==> src/rtl/mtav_pkg.sv <==
// Package for the multi-turn angle and velocity tracker.
// Holds the widths, the codes, the sequencer states and the structs used between modules.
// Depends on nothing.
package mtav_pkg;

    localparam int RAW_BITS   = 16;
    localparam int TIMER_BITS = 24;
    localparam int FRAC_BITS  = 16;
    localparam int ANGLE_W    = 48;
    localparam int VEL_W      = 32;
    localparam int TURN_W     = 32;
    localparam int CPR_W      = 17;
    localparam int TPU_W      = 8;
    localparam int FUNC_W     = 2;

    localparam int US_PER_S      = 1000000;
    localparam int US_PER_HALF_S = 500000;
    localparam int MS_PER_S      = 1000;

    localparam int CPR_RESET = 16384;
    localparam int TPU_RESET = 21;

    localparam int K_W   = $clog2(US_PER_S * ((1 << TPU_W) - 1) + 1);
    localparam int LIM_W = $clog2(US_PER_HALF_S * ((1 << TPU_W) - 1) + 1);

    localparam int ELAPSED_W = TIMER_BITS + 1;
    localparam int CMP_W     = (LIM_W > ELAPSED_W) ? LIM_W : ELAPSED_W;
    localparam int DVS_W     = (CPR_W > ELAPSED_W) ? CPR_W : ELAPSED_W;
    localparam int REM_W     = DVS_W + 1;
    localparam int WRAP_W    = ((RAW_BITS + 3) > (CPR_W + 2)) ? (RAW_BITS + 3) : (CPR_W + 2);

    localparam int ADIV_STEPS = RAW_BITS + FRAC_BITS;
    localparam int VDIV_STEPS = VEL_W;
    localparam int QUO_W      = (ADIV_STEPS > VDIV_STEPS) ? ADIV_STEPS : VDIV_STEPS;
    localparam int STEP_MAX   = (QUO_W > K_W) ? QUO_W : K_W;
    localparam int CNT_W      = $clog2(STEP_MAX);

    localparam int ALU_W = ANGLE_W + K_W;

    localparam int CFG_IDX_W  = 1;
    localparam int CFG_DATA_W = CPR_W;

    localparam int IN_TDATA_W  = ((RAW_BITS + TIMER_BITS + 7) / 8) * 8;
    localparam int OUT_TDATA_W = ((ANGLE_W + VEL_W + 7) / 8) * 8;
    localparam int TUSER_W     = FUNC_W;

    typedef enum logic [FUNC_W-1:0] {
        FUNC_INIT  = 2'd0,
        FUNC_ANGLE = 2'd1,
        FUNC_VEL   = 2'd2,
        FUNC_NONE  = 2'd3
    } t_func;

    typedef enum logic [CFG_IDX_W-1:0] {
        CFG_CPR = 1'b0,
        CFG_TPU = 1'b1
    } t_cfg_idx;

    typedef enum logic [3:0] {
        S_IDLE,
        S_TRACK,
        S_ADIV,
        S_ANGLE,
        S_DIFF,
        S_ABS,
        S_MUL,
        S_OVF,
        S_VDIV,
        S_SAT,
        S_DONE
    } t_state;

    typedef struct packed {
        logic [CPR_W-1:0] cpr;
        logic [TPU_W-1:0] tpu;
    } t_cfg;

    typedef struct packed {
        t_func                  func;
        logic [RAW_BITS-1:0]    raw;
        logic [TIMER_BITS-1:0]  now;
    } t_item;

    typedef struct packed {
        logic [ANGLE_W-1:0] angle;
        logic [VEL_W-1:0]   velocity;
    } t_result;

    typedef struct packed {
        logic start;
        logic out_free;
    } t_core_ctl;

    typedef struct packed {
        logic ready;
        logic done;
    } t_core_sts;

endpackage

==> src/rtl/mtav_alu.sv <==
// Shared add/subtract unit of the tracker, used by the arithmetic steps.
// Depends on mtav_pkg.
module mtav_alu (
    input  logic [mtav_pkg::ALU_W-1:0] i_a,
    input  logic [mtav_pkg::ALU_W-1:0] i_b,
    input  logic                       i_sub,
    output logic [mtav_pkg::ALU_W-1:0] o_sum,
    output logic                       o_carry
);

    logic [mtav_pkg::ALU_W-1:0] b_eff;
    logic [mtav_pkg::ALU_W:0]   full;

    assign b_eff = i_sub ? ~i_b : i_b;
    assign full  = {1'b0, i_a} + {1'b0, b_eff} + {{mtav_pkg::ALU_W{1'b0}}, i_sub};

    // on subtract, carry set means no borrow (a >= b)
    assign o_sum   = full[mtav_pkg::ALU_W-1:0];
    assign o_carry = full[mtav_pkg::ALU_W];

endmodule

==> src/rtl/mtav_core.sv <==
// Sequencer and state registers of the tracker: unwrap, angle division,
// shift-add multiply and velocity division; most steps after unwrap share one mtav_alu.
// Depends on mtav_pkg and mtav_alu.
module mtav_core (
    input  logic                i_clk,
    input  logic                i_rst_n,
    input  mtav_pkg::t_core_ctl i_ctl,
    input  mtav_pkg::t_item     i_item,
    input  mtav_pkg::t_cfg      i_cfg,
    output mtav_pkg::t_core_sts o_sts,
    output mtav_pkg::t_result   o_result
);

    mtav_pkg::t_state r_state, n_state;

    mtav_pkg::t_func                   r_func;
    logic [mtav_pkg::RAW_BITS-1:0]     r_raw;
    logic [mtav_pkg::TIMER_BITS-1:0]   r_now;

    logic [mtav_pkg::RAW_BITS-1:0]     r_prev_raw;
    logic [mtav_pkg::TURN_W-1:0]       r_turn;
    logic [mtav_pkg::ANGLE_W-1:0]      r_prev_angle;
    logic [mtav_pkg::TIMER_BITS-1:0]   r_prev_ts;

    logic [mtav_pkg::CNT_W-1:0]        r_cnt;
    logic [mtav_pkg::REM_W-1:0]        r_rem;
    logic [mtav_pkg::QUO_W-1:0]        r_quo;
    logic [mtav_pkg::ANGLE_W-1:0]      r_angle;
    logic [mtav_pkg::ANGLE_W-1:0]      r_mag;
    logic                              r_neg;
    logic [mtav_pkg::DVS_W-1:0]        r_div;
    logic [mtav_pkg::K_W-1:0]          r_mult;
    logic [mtav_pkg::ALU_W-1:0]        r_acc;
    logic                              r_ovf;
    logic [mtav_pkg::VEL_W-1:0]        r_vel;

    logic [mtav_pkg::ALU_W-1:0]        alu_a, alu_b, alu_sum;
    logic                              alu_sub, alu_carry;

    logic [mtav_pkg::CPR_W-1:0]        cpr_eff;
    logic [mtav_pkg::DVS_W-1:0]        divisor;
    logic [mtav_pkg::REM_W-1:0]        div_t;

    logic                              up;
    logic [mtav_pkg::RAW_BITS-1:0]     raw_mag;
    logic [mtav_pkg::WRAP_W-1:0]       mag5, cpr4;
    logic                              wrap;

    logic                              now_lt;
    logic [mtav_pkg::TIMER_BITS-1:0]   now_inv;
    logic [mtav_pkg::ELAPSED_W-1:0]    elapsed;
    logic [mtav_pkg::LIM_W-1:0]        limit;
    logic                              forced;
    logic [mtav_pkg::K_W-1:0]          k_scale;

    logic [mtav_pkg::VDIV_STEPS-1:0]   vq;
    logic [mtav_pkg::VEL_W-1:0]        vel_sat;

    mtav_alu u_alu (
        .i_a     (alu_a),
        .i_b     (alu_b),
        .i_sub   (alu_sub),
        .o_sum   (alu_sum),
        .o_carry (alu_carry)
    );

    // unwrap decision
    assign up      = r_raw > r_prev_raw;
    assign raw_mag = up ? (r_raw - r_prev_raw) : (r_prev_raw - r_raw);
    assign mag5    = mtav_pkg::WRAP_W'({raw_mag, 2'b00}) + mtav_pkg::WRAP_W'(raw_mag);
    assign cpr4    = mtav_pkg::WRAP_W'({i_cfg.cpr, 2'b00});
    assign wrap    = mag5 > cpr4;

    assign cpr_eff = (i_cfg.cpr == '0) ? mtav_pkg::CPR_W'(1) : i_cfg.cpr;

    // elapsed ticks of the down-counter
    assign now_lt  = r_now < r_prev_ts;
    assign now_inv = ~r_now;
    assign elapsed = now_lt ? mtav_pkg::ELAPSED_W'(r_prev_ts - r_now)
                            : mtav_pkg::ELAPSED_W'(now_inv) + mtav_pkg::ELAPSED_W'(r_prev_ts);
    assign limit   = mtav_pkg::LIM_W'(mtav_pkg::LIM_W'(mtav_pkg::US_PER_HALF_S)
                                      * mtav_pkg::LIM_W'(i_cfg.tpu));
    assign forced  = (elapsed == '0)
                     || (mtav_pkg::CMP_W'(elapsed) > mtav_pkg::CMP_W'(limit));
    assign k_scale = mtav_pkg::K_W'(mtav_pkg::K_W'(mtav_pkg::US_PER_S)
                                    * mtav_pkg::K_W'(i_cfg.tpu));

    assign divisor = (r_state == mtav_pkg::S_ADIV) ? mtav_pkg::DVS_W'(cpr_eff) : r_div;
    assign div_t   = {r_rem[mtav_pkg::REM_W-2:0], r_quo[mtav_pkg::QUO_W-1]};

    // saturation
    assign vq = r_quo[mtav_pkg::VDIV_STEPS-1:0];
    always_comb begin
        if (r_neg) begin
            if (r_ovf || (mtav_pkg::VEL_W'(vq) > {1'b1, {(mtav_pkg::VEL_W-1){1'b0}}})) begin
                vel_sat = {1'b1, {(mtav_pkg::VEL_W-1){1'b0}}};
            end else begin
                vel_sat = mtav_pkg::VEL_W'(0) - mtav_pkg::VEL_W'(vq);
            end
        end else begin
            if (r_ovf || vq[mtav_pkg::VDIV_STEPS-1]) begin
                vel_sat = {1'b0, {(mtav_pkg::VEL_W-1){1'b1}}};
            end else begin
                vel_sat = mtav_pkg::VEL_W'(vq);
            end
        end
    end

    // next state
    always_comb begin
        n_state = r_state;
        case (r_state)
            mtav_pkg::S_IDLE:  if (i_ctl.start) n_state = mtav_pkg::S_TRACK;
            mtav_pkg::S_TRACK: begin
                n_state = (r_func == mtav_pkg::FUNC_NONE) ? mtav_pkg::S_DONE : mtav_pkg::S_ADIV;
            end
            mtav_pkg::S_ADIV: begin
                if (r_cnt == mtav_pkg::CNT_W'(mtav_pkg::ADIV_STEPS - 1)) n_state = mtav_pkg::S_ANGLE;
            end
            mtav_pkg::S_ANGLE: begin
                n_state = (r_func == mtav_pkg::FUNC_VEL) ? mtav_pkg::S_DIFF : mtav_pkg::S_DONE;
            end
            mtav_pkg::S_DIFF:  n_state = mtav_pkg::S_ABS;
            mtav_pkg::S_ABS:   n_state = mtav_pkg::S_MUL;
            mtav_pkg::S_MUL: begin
                if (r_cnt == mtav_pkg::CNT_W'(mtav_pkg::K_W - 1)) n_state = mtav_pkg::S_OVF;
            end
            mtav_pkg::S_OVF: begin
                n_state = alu_carry ? mtav_pkg::S_SAT : mtav_pkg::S_VDIV;
            end
            mtav_pkg::S_VDIV: begin
                if (r_cnt == mtav_pkg::CNT_W'(mtav_pkg::VDIV_STEPS - 1)) n_state = mtav_pkg::S_SAT;
            end
            mtav_pkg::S_SAT:   n_state = mtav_pkg::S_DONE;
            mtav_pkg::S_DONE:  if (i_ctl.out_free) n_state = mtav_pkg::S_IDLE;
            default:           n_state = mtav_pkg::S_IDLE;
        endcase
    end

    // outputs and shared unit operands
    always_comb begin
        o_sts.ready = (r_state == mtav_pkg::S_IDLE);
        o_sts.done  = (r_state == mtav_pkg::S_DONE) && i_ctl.out_free;
        alu_a   = '0;
        alu_b   = '0;
        alu_sub = 1'b0;
        case (r_state)
            mtav_pkg::S_ADIV, mtav_pkg::S_VDIV: begin
                alu_a   = mtav_pkg::ALU_W'(div_t);
                alu_b   = mtav_pkg::ALU_W'(divisor);
                alu_sub = 1'b1;
            end
            mtav_pkg::S_ANGLE: begin
                alu_a = mtav_pkg::ALU_W'(mtav_pkg::ANGLE_W'({r_turn, {mtav_pkg::FRAC_BITS{1'b0}}}));
                alu_b = mtav_pkg::ALU_W'(r_quo[mtav_pkg::ADIV_STEPS-1:0]);
            end
            mtav_pkg::S_DIFF: begin
                alu_a   = mtav_pkg::ALU_W'(r_angle);
                alu_b   = mtav_pkg::ALU_W'(r_prev_angle);
                alu_sub = 1'b1;
            end
            mtav_pkg::S_ABS: begin
                alu_b   = mtav_pkg::ALU_W'(r_mag);
                alu_sub = 1'b1;
            end
            mtav_pkg::S_MUL: begin
                alu_a = {r_acc[mtav_pkg::ALU_W-2:0], 1'b0};
                alu_b = r_mult[mtav_pkg::K_W-1] ? mtav_pkg::ALU_W'(r_mag) : '0;
            end
            mtav_pkg::S_OVF: begin
                alu_a   = mtav_pkg::ALU_W'(r_acc[mtav_pkg::ALU_W-1:mtav_pkg::VEL_W]);
                alu_b   = mtav_pkg::ALU_W'(r_div);
                alu_sub = 1'b1;
            end
            default: begin
                alu_a   = '0;
                alu_b   = '0;
                alu_sub = 1'b0;
            end
        endcase
    end

    assign o_result.angle    = (r_func == mtav_pkg::FUNC_NONE) ? r_prev_angle : r_angle;
    assign o_result.velocity = (r_func == mtav_pkg::FUNC_VEL) ? r_vel : '0;

    // sequencer and tracker state
    always_ff @(posedge i_clk) begin
        if (!i_rst_n) begin
            r_state      <= mtav_pkg::S_IDLE;
            r_prev_raw   <= '0;
            r_turn       <= '0;
            r_prev_angle <= '0;
            r_prev_ts    <= '0;
        end else begin
            r_state <= n_state;
            case (r_state)
                mtav_pkg::S_TRACK: begin
                    case (r_func)
                        mtav_pkg::FUNC_INIT: begin
                            r_prev_raw <= r_raw;
                            r_turn     <= '0;
                            r_prev_ts  <= r_now;
                        end
                        mtav_pkg::FUNC_ANGLE, mtav_pkg::FUNC_VEL: begin
                            r_prev_raw <= r_raw;
                            if (wrap) begin
                                r_turn <= up ? (r_turn - 1'b1) : (r_turn + 1'b1);
                            end
                        end
                        default: begin
                        end
                    endcase
                end
                mtav_pkg::S_ANGLE: begin
                    if (r_func == mtav_pkg::FUNC_INIT) begin
                        r_prev_angle <= alu_sum[mtav_pkg::ANGLE_W-1:0];
                    end
                end
                mtav_pkg::S_SAT: begin
                    r_prev_angle <= r_angle;
                    r_prev_ts    <= r_now;
                end
                default: begin
                end
            endcase
        end
    end

    // working registers
    always_ff @(posedge i_clk) begin
        case (r_state)
            mtav_pkg::S_IDLE: begin
                if (i_ctl.start) begin
                    r_func <= i_item.func;
                    r_raw  <= i_item.raw;
                    r_now  <= i_item.now;
                end
            end
            mtav_pkg::S_TRACK: begin
                r_rem <= '0;
                r_quo <= mtav_pkg::QUO_W'({r_raw, {mtav_pkg::FRAC_BITS{1'b0}}})
                         << (mtav_pkg::QUO_W - mtav_pkg::ADIV_STEPS);
                r_cnt <= '0;
            end
            mtav_pkg::S_ADIV, mtav_pkg::S_VDIV: begin
                r_rem <= alu_carry ? alu_sum[mtav_pkg::REM_W-1:0] : div_t;
                r_quo <= {r_quo[mtav_pkg::QUO_W-2:0], alu_carry};
                r_cnt <= r_cnt + 1'b1;
            end
            mtav_pkg::S_ANGLE: begin
                r_angle <= alu_sum[mtav_pkg::ANGLE_W-1:0];
            end
            mtav_pkg::S_DIFF: begin
                r_mag  <= alu_sum[mtav_pkg::ANGLE_W-1:0];
                r_neg  <= alu_sum[mtav_pkg::ANGLE_W-1];
                r_div  <= forced ? mtav_pkg::DVS_W'(1) : mtav_pkg::DVS_W'(elapsed);
                r_mult <= forced ? mtav_pkg::K_W'(mtav_pkg::MS_PER_S) : k_scale;
            end
            mtav_pkg::S_ABS: begin
                if (r_neg) begin
                    r_mag <= alu_sum[mtav_pkg::ANGLE_W-1:0];
                end
                r_acc <= '0;
                r_cnt <= '0;
            end
            mtav_pkg::S_MUL: begin
                r_acc  <= alu_sum;
                r_mult <= {r_mult[mtav_pkg::K_W-2:0], 1'b0};
                r_cnt  <= r_cnt + 1'b1;
            end
            mtav_pkg::S_OVF: begin
                r_ovf <= alu_carry;
                r_rem <= r_acc[mtav_pkg::VEL_W +: mtav_pkg::REM_W];
                r_quo <= mtav_pkg::QUO_W'(r_acc[mtav_pkg::VEL_W-1:0])
                         << (mtav_pkg::QUO_W - mtav_pkg::VDIV_STEPS);
                r_cnt <= '0;
            end
            mtav_pkg::S_SAT: begin
                r_vel <= vel_sat;
            end
            default: begin
            end
        endcase
    end

    a_ready_not_done: assert property (@(posedge i_clk) disable iff (!i_rst_n)
        !(o_sts.ready && o_sts.done))
        else $error("core ready while delivering a result");

    a_busy_after_start: assert property (@(posedge i_clk) disable iff (!i_rst_n)
        i_ctl.start |=> !o_sts.ready)
        else $error("core still ready after taking an item");

    a_vel_only_func2: assert property (@(posedge i_clk) disable iff (!i_rst_n)
        (o_sts.done && (r_func != mtav_pkg::FUNC_VEL)) |-> (o_result.velocity == '0))
        else $error("non-zero velocity outside velocity read");

endmodule

==> src/rtl/multi_turn_angle_velocity_tracker.sv <==
// Top level of the multi-turn angle and velocity tracker: stream ports,
// configuration registers and the result register. Depends on mtav_pkg and mtav_core.
// Init and angle reads run 32 angle-divider steps; velocity reads add 28 multiply
// steps and 32 velocity-divider steps, skipped on a saturated quotient.
// One item at a time; the next is taken once the result is in the output register.
// Synchronous active-low reset clears the tracker state and loads register defaults.
module multi_turn_angle_velocity_tracker (
    input  logic                                i_clk,
    input  logic                                i_rst_n,
    input  logic                                s_axis_tvalid,
    output logic                                s_axis_tready,
    input  logic [mtav_pkg::IN_TDATA_W-1:0]     s_axis_tdata,  // raw_count, timer_value
    input  logic [mtav_pkg::TUSER_W-1:0]        s_axis_tuser,  // func
    output logic                                m_axis_tvalid,
    input  logic                                m_axis_tready,
    output logic [mtav_pkg::OUT_TDATA_W-1:0]    m_axis_tdata,  // angle, velocity
    input  logic                                i_cfg_we,
    input  logic [mtav_pkg::CFG_IDX_W-1:0]      i_cfg_index,
    input  logic [mtav_pkg::CFG_DATA_W-1:0]     i_cfg_data
);

    logic [mtav_pkg::CPR_W-1:0]        r_cpr;
    logic [mtav_pkg::TPU_W-1:0]        r_tpu;
    logic                              r_out_valid;
    logic [mtav_pkg::OUT_TDATA_W-1:0]  r_out_data;

    mtav_pkg::t_core_ctl ctl;
    mtav_pkg::t_core_sts sts;
    mtav_pkg::t_item     item;
    mtav_pkg::t_cfg      cfg;
    mtav_pkg::t_result   res;

    assign item.func = mtav_pkg::t_func'(s_axis_tuser[mtav_pkg::FUNC_W-1:0]);
    assign item.raw  = s_axis_tdata[mtav_pkg::RAW_BITS-1:0];
    assign item.now  = s_axis_tdata[mtav_pkg::RAW_BITS +: mtav_pkg::TIMER_BITS];

    assign cfg.cpr = r_cpr;
    assign cfg.tpu = r_tpu;

    assign s_axis_tready = sts.ready;
    assign ctl.start     = s_axis_tvalid && sts.ready;
    assign ctl.out_free  = !r_out_valid || m_axis_tready;

    mtav_core u_core (
        .i_clk    (i_clk),
        .i_rst_n  (i_rst_n),
        .i_ctl    (ctl),
        .i_item   (item),
        .i_cfg    (cfg),
        .o_sts    (sts),
        .o_result (res)
    );

    always_ff @(posedge i_clk) begin
        if (!i_rst_n) begin
            r_cpr <= mtav_pkg::CPR_W'(mtav_pkg::CPR_RESET);
            r_tpu <= mtav_pkg::TPU_W'(mtav_pkg::TPU_RESET);
        end else if (i_cfg_we) begin
            case (mtav_pkg::t_cfg_idx'(i_cfg_index))
                mtav_pkg::CFG_CPR: r_cpr <= i_cfg_data[mtav_pkg::CPR_W-1:0];
                mtav_pkg::CFG_TPU: r_tpu <= i_cfg_data[mtav_pkg::TPU_W-1:0];
                default: begin
                end
            endcase
        end
    end

    always_ff @(posedge i_clk) begin
        if (!i_rst_n) begin
            r_out_valid <= 1'b0;
        end else if (sts.done) begin
            r_out_valid <= 1'b1;
        end else if (m_axis_tready) begin
            r_out_valid <= 1'b0;
        end
    end

    always_ff @(posedge i_clk) begin
        if (sts.done) begin
            r_out_data <= mtav_pkg::OUT_TDATA_W'({res.velocity, res.angle});
        end
    end

    assign m_axis_tvalid = r_out_valid;
    assign m_axis_tdata  = r_out_data;

endmodule
==> config.mk <==
export PLATFORM = sky130hd
export DESIGN_NAME = multi_turn_angle_velocity_tracker
export DESIGN_NICKNAME = d
export VERILOG_FILES = /design/src/rtl/mtav_pkg.sv /design/src/rtl/mtav_alu.sv /design/src/rtl/mtav_core.sv /design/src/rtl/multi_turn_angle_velocity_tracker.sv
export SDC_FILE = /design/constraint.sdc
export NUM_CORES = 2
export LEC_CHECK = 0
export BUFFER_PORTS_ARGS = -buffer_cell sky130_fd_sc_hd__buf_2
export CORE_ASPECT_RATIO = 1.1
export CORE_MARGIN = 5
export CORE_UTILIZATION = 38
export CTS_CLUSTER_DIAMETER = 30
export DETAILED_ROUTE_END_ITERATION = 12
export HOLD_SLACK_MARGIN = 0.12
export PLACE_DENSITY = 0.52
export SLEW_MARGIN = 5
export SYNTH_ARGS = -nofsm -noshare
export SYNTH_HDL_FRONTEND = slang
export SYNTH_SLANG_ARGS = --single-unit
export TNS_END_PERCENT = 1
==> constraint.sdc <==
create_clock -name i_clk -period 11.9 [get_ports i_clk]
set_input_delay 2.38 -clock i_clk [delete_from_list [all_inputs] [get_ports i_clk]]
set_output_delay 2.38 -clock i_clk [all_outputs]
set_load 0.02 [all_outputs]
==> impl_metrics.py <==
metrics = {
    "power": {
        "p_comb_frac": 0.460,
        "p_sw_mw": 5.474,
        "p_int_mw": 7.800,
        "ir_drop_mv": 0.2033,
        "p_clk_frac": 0.298,
        "power_density_nw_per_um2": 294.3,
        "leakage_nw": 17.92,
        "p_total_mw": 13.27,
        "switching_share": 0.4124,
        "pwr-share-seq": 0.242,
    },
    "synthesis": {
        "synthTopCellsByCount": "531 x nand2_1, 440 x edfxtp_1, 273 x ha_1",
        "seq_area_frac_synth": 0.4251,
        "synth_top_area_frac": 0.3464,
        "synth_cell_type_count": 84,
        "synth_flop_cell": "edfxtp_1",
        "yosys_register_bits": 590,
        "syn-mean-instance-area_um2": 9.614,
        "syn_nets": 4330,
        "synth_top_cell_by_area": "edfxtp_1",
        "synth_most_common_cell": "nand2_1",
        "async_flop_share": 0,
        "syn_inst": 3968,
        "synth-edff-count": 440,
        "syn_area_um2": 38150,
        "synthTopCellsByArea": "edfxtp_1 35%, ha_1 9.0%, dfxtp_1 7.9%",
        "synth_warnings": 0,
    },
    "die": {
        "dieArea_um2": 106800,
        "die_w_um": 312.1,
        "core_um2": 100100,
        "num_rows": 122,
        "initial_core_util": 0.3809,
        "die_h_um": 342.3,
        "ios": 147,
    },
    "setup_path": {
        "cp-start-kind": "register",
        "arrival_ps": 8960,
        "cp-end-kind": "register",
        "cp_common_cell": "a21oi_1",
        "crit_type": "reg -> reg",
        "worstPathRequired_ps": 12500,
        "reg2reg_depth": 32,
        "cp_max_fo": 29,
        "cp_slowest_cell": "nand2_1",
        "slowest_delay_ps": 820,
    },
    "timing": {
        "worstMarginPinSlew_ps": 1204,
        "finalClockSkew_ps": 32.26,
        "timing.final.crit_share": 0.7022,
        "rsz0062_at_grt": "no",
        "setup_viol": 0,
        "slew-limit-headroom": 0.1948,
        "finalCriticalPeriod_ps": 8356,
        "fin_setup_tns_ps": 0,
        "slew_violations": 0,
        "timing.fmax_mhz": 119.7,
        "finalHoldViolCount": 0,
    },
    "cts": {
        "clockBufferDepth": 3,
        "cts_resized": 0,
        "insertion_delay_ps": 730,
        "root_buffer": "clkbuf_16",
        "cts_hold_buf": 0,
        "tritoncts": "done",
        "htree_levels": 4,
        "cts_buffers": 141,
        "cts.clk_slew.worst_paths_ps": 50,
        "cts.sinks": 590,
        "cts_setup_buffers": 0,
    },
    "drt": {
        "vias_per_cell": 5.672,
        "ant_nets": 0,
        "drc_errors": 0,
        "vias": 31220,
        "firstDrtPassIters": 8,
        "wirelength_mm": 125.0,
        "wire_per_inst_um": 22.71,
        "drt-initial-drc-count": 2878,
    },
    "cells_and_area": {
        "multi_input_area_um2": 20400,
        "seq_area_um2": 16220,
        "stdcell_area_um2": 45100,
        "syn_to_final_growth_pct": 18.23,
        "diodes": 0,
        "num-nets-final": 4443,
        "num-fill-cells": 9515,
        "drive_gt1_frac": 0.1331,
    },
    "global_routing": {
        "overflow": 0,
        "grt_pass1_vias": 30550,
        "grt_max_degree": 77,
        "antenna_found_initial": 1,
        "track_usage": 0.2280,
        "grt_pass1_wl_mm": 189.7,
    },
    "placed_design": {
        "io_buffers": 146,
        "routabilityCongestion": 0.9247,
        "post_dp_cell_area_um2": 40150,
        "place_hpwl_mm": 91.31,
    },
    "hold_path": {
        "hold_depth": 2,
        "hold_path_class": "reg -> reg",
    },
    "status": {
        "outcome": "completed",
    },
    "job": {
        "cap_violations": 0,
    },
}
[final timing paths]
kind | start | endpoint | slack, ps
setup / recovery | u_core.r_raw[7]$_DFFE_PP_ | u_core.r_turn[30]$_SDFFE_PN0P_ | 3540
hold / removal | u_core.r_prev_ts[8]$_SDFFE_PN0P_ | u_core.r_prev_ts[8]$_SDFFE_PN0P_ | 460
setup reg to reg | u_core.r_raw[7]$_DFFE_PP_ | u_core.r_turn[30]$_SDFFE_PN0P_ | 3540
hold reg to reg | u_core.r_prev_ts[8]$_SDFFE_PN0P_ | u_core.r_prev_ts[8]$_SDFFE_PN0P_ | 460
[power by group through the flow]
stage	combinational [mW]	clock, mW	sequential [mW]
after floorplan	4.44	0	3.05
after global placement	6.04	0	3.24
after detailed placement	6.04	0	3.24
after CTS	6.09	4.01	3.21
after global routing	6.77	4.12	3.24
final	6.11	3.95	3.21
[per-layer routing]
layer	up-vias	track usage	wire length, um
met5	-	0	0
met4	0	0.08267	4417
met3	209	0.03696	7118
met2	915	0.3828	58890
met1	15160	0.2989	54560
li1	14940	-	-
[metrics by stage]
stage | cells | worst slack [ps] | hold slack, ps | utilization
6_report | 5503 | 3544 | 464.5 | 0.4504
2_1_floorplan | 3968 | 3403 | 443.5 | -
5_1_grt | 5503 | 2781 | 497.8 | 0.4504
3_5_place_dp | 5240 | 3606 | 460.5 | 0.4010
4_1_cts | 5503 | 3526 | 467.0 | 0.4504
3_3_place_gp | 5240 | 3659 | 454.4 | 0.4010
[cell type report]
type,instances,area share
multi-input cells,2941,0.4524
flip-flops and latches,590,0.3596
clock buffers,172,0.08562
well taps,1302,0.03612
repair buffers,198,0.02491
clock inverters,91,0.02405
inverters,209,0.01739
[sequential cells by signal, indices dropped and copies added (netlist names)]
register,count
u_core.r_neg,1
r_tpu,8
m_axis_tdata,80
u_core.r_mult,25
u_core.r_now,24
u_core.r_func,2
m_axis_tvalid,1
u_core.r_ovf,1
u_core.r_rem,25
u_core.r_div,25
u_core.r_mag,48
u_core.r_prev_raw,16
u_core.r_cnt,5
r_cpr,17
u_core.r_prev_angle,48
u_core.r_state,4
u_core.r_raw,16
u_core.r_vel,32
u_core.r_quo,32
u_core.r_angle,48
u_core.r_acc,76
u_core.r_turn,32
u_core.r_prev_ts,24
[worst max-delay path, delay by kind of cell, from the launching register on]
family,cells,cell delay [ps]
buffers and inverters,3,750
and+or+nand+nor,12,3330
adders and majority gates,3,1010
xor gates and xnor gates,2,410
DFF,1,430
AOI/OAI and AO/OA,12,2290
[cells by family after synthesis]
| logic type | synth area share |
|---|---|
| AND/OR/NAND/NOR | 0.1632 |
| AO/OA/AOI/OAI | 0.1987 |
| multiplexers | 0.01978 |
| flip-flops | 0.4251 |
| XOR/XNOR | 0.04661 |
| adder cells (fa/ha/maj) | 0.1021 |
| buffers and inverters | 0.04451 |
[placed cells by master (no fill, tap or decap), drive strengths merged, types with 74 or more instances in the layout]
cell    count
a21o       95
a21boi    126
nand3      99
buf       198
nor2      170
edfxtp    440
xnor2     144
o21ai     148
nor3       74
clkbuf    172
nand2     531
a22oi     137
ha        273
a21oi     200
dfxtp     150
and2      105
inv       219
No activity file was read; power rests on OpenSTA's default activity.
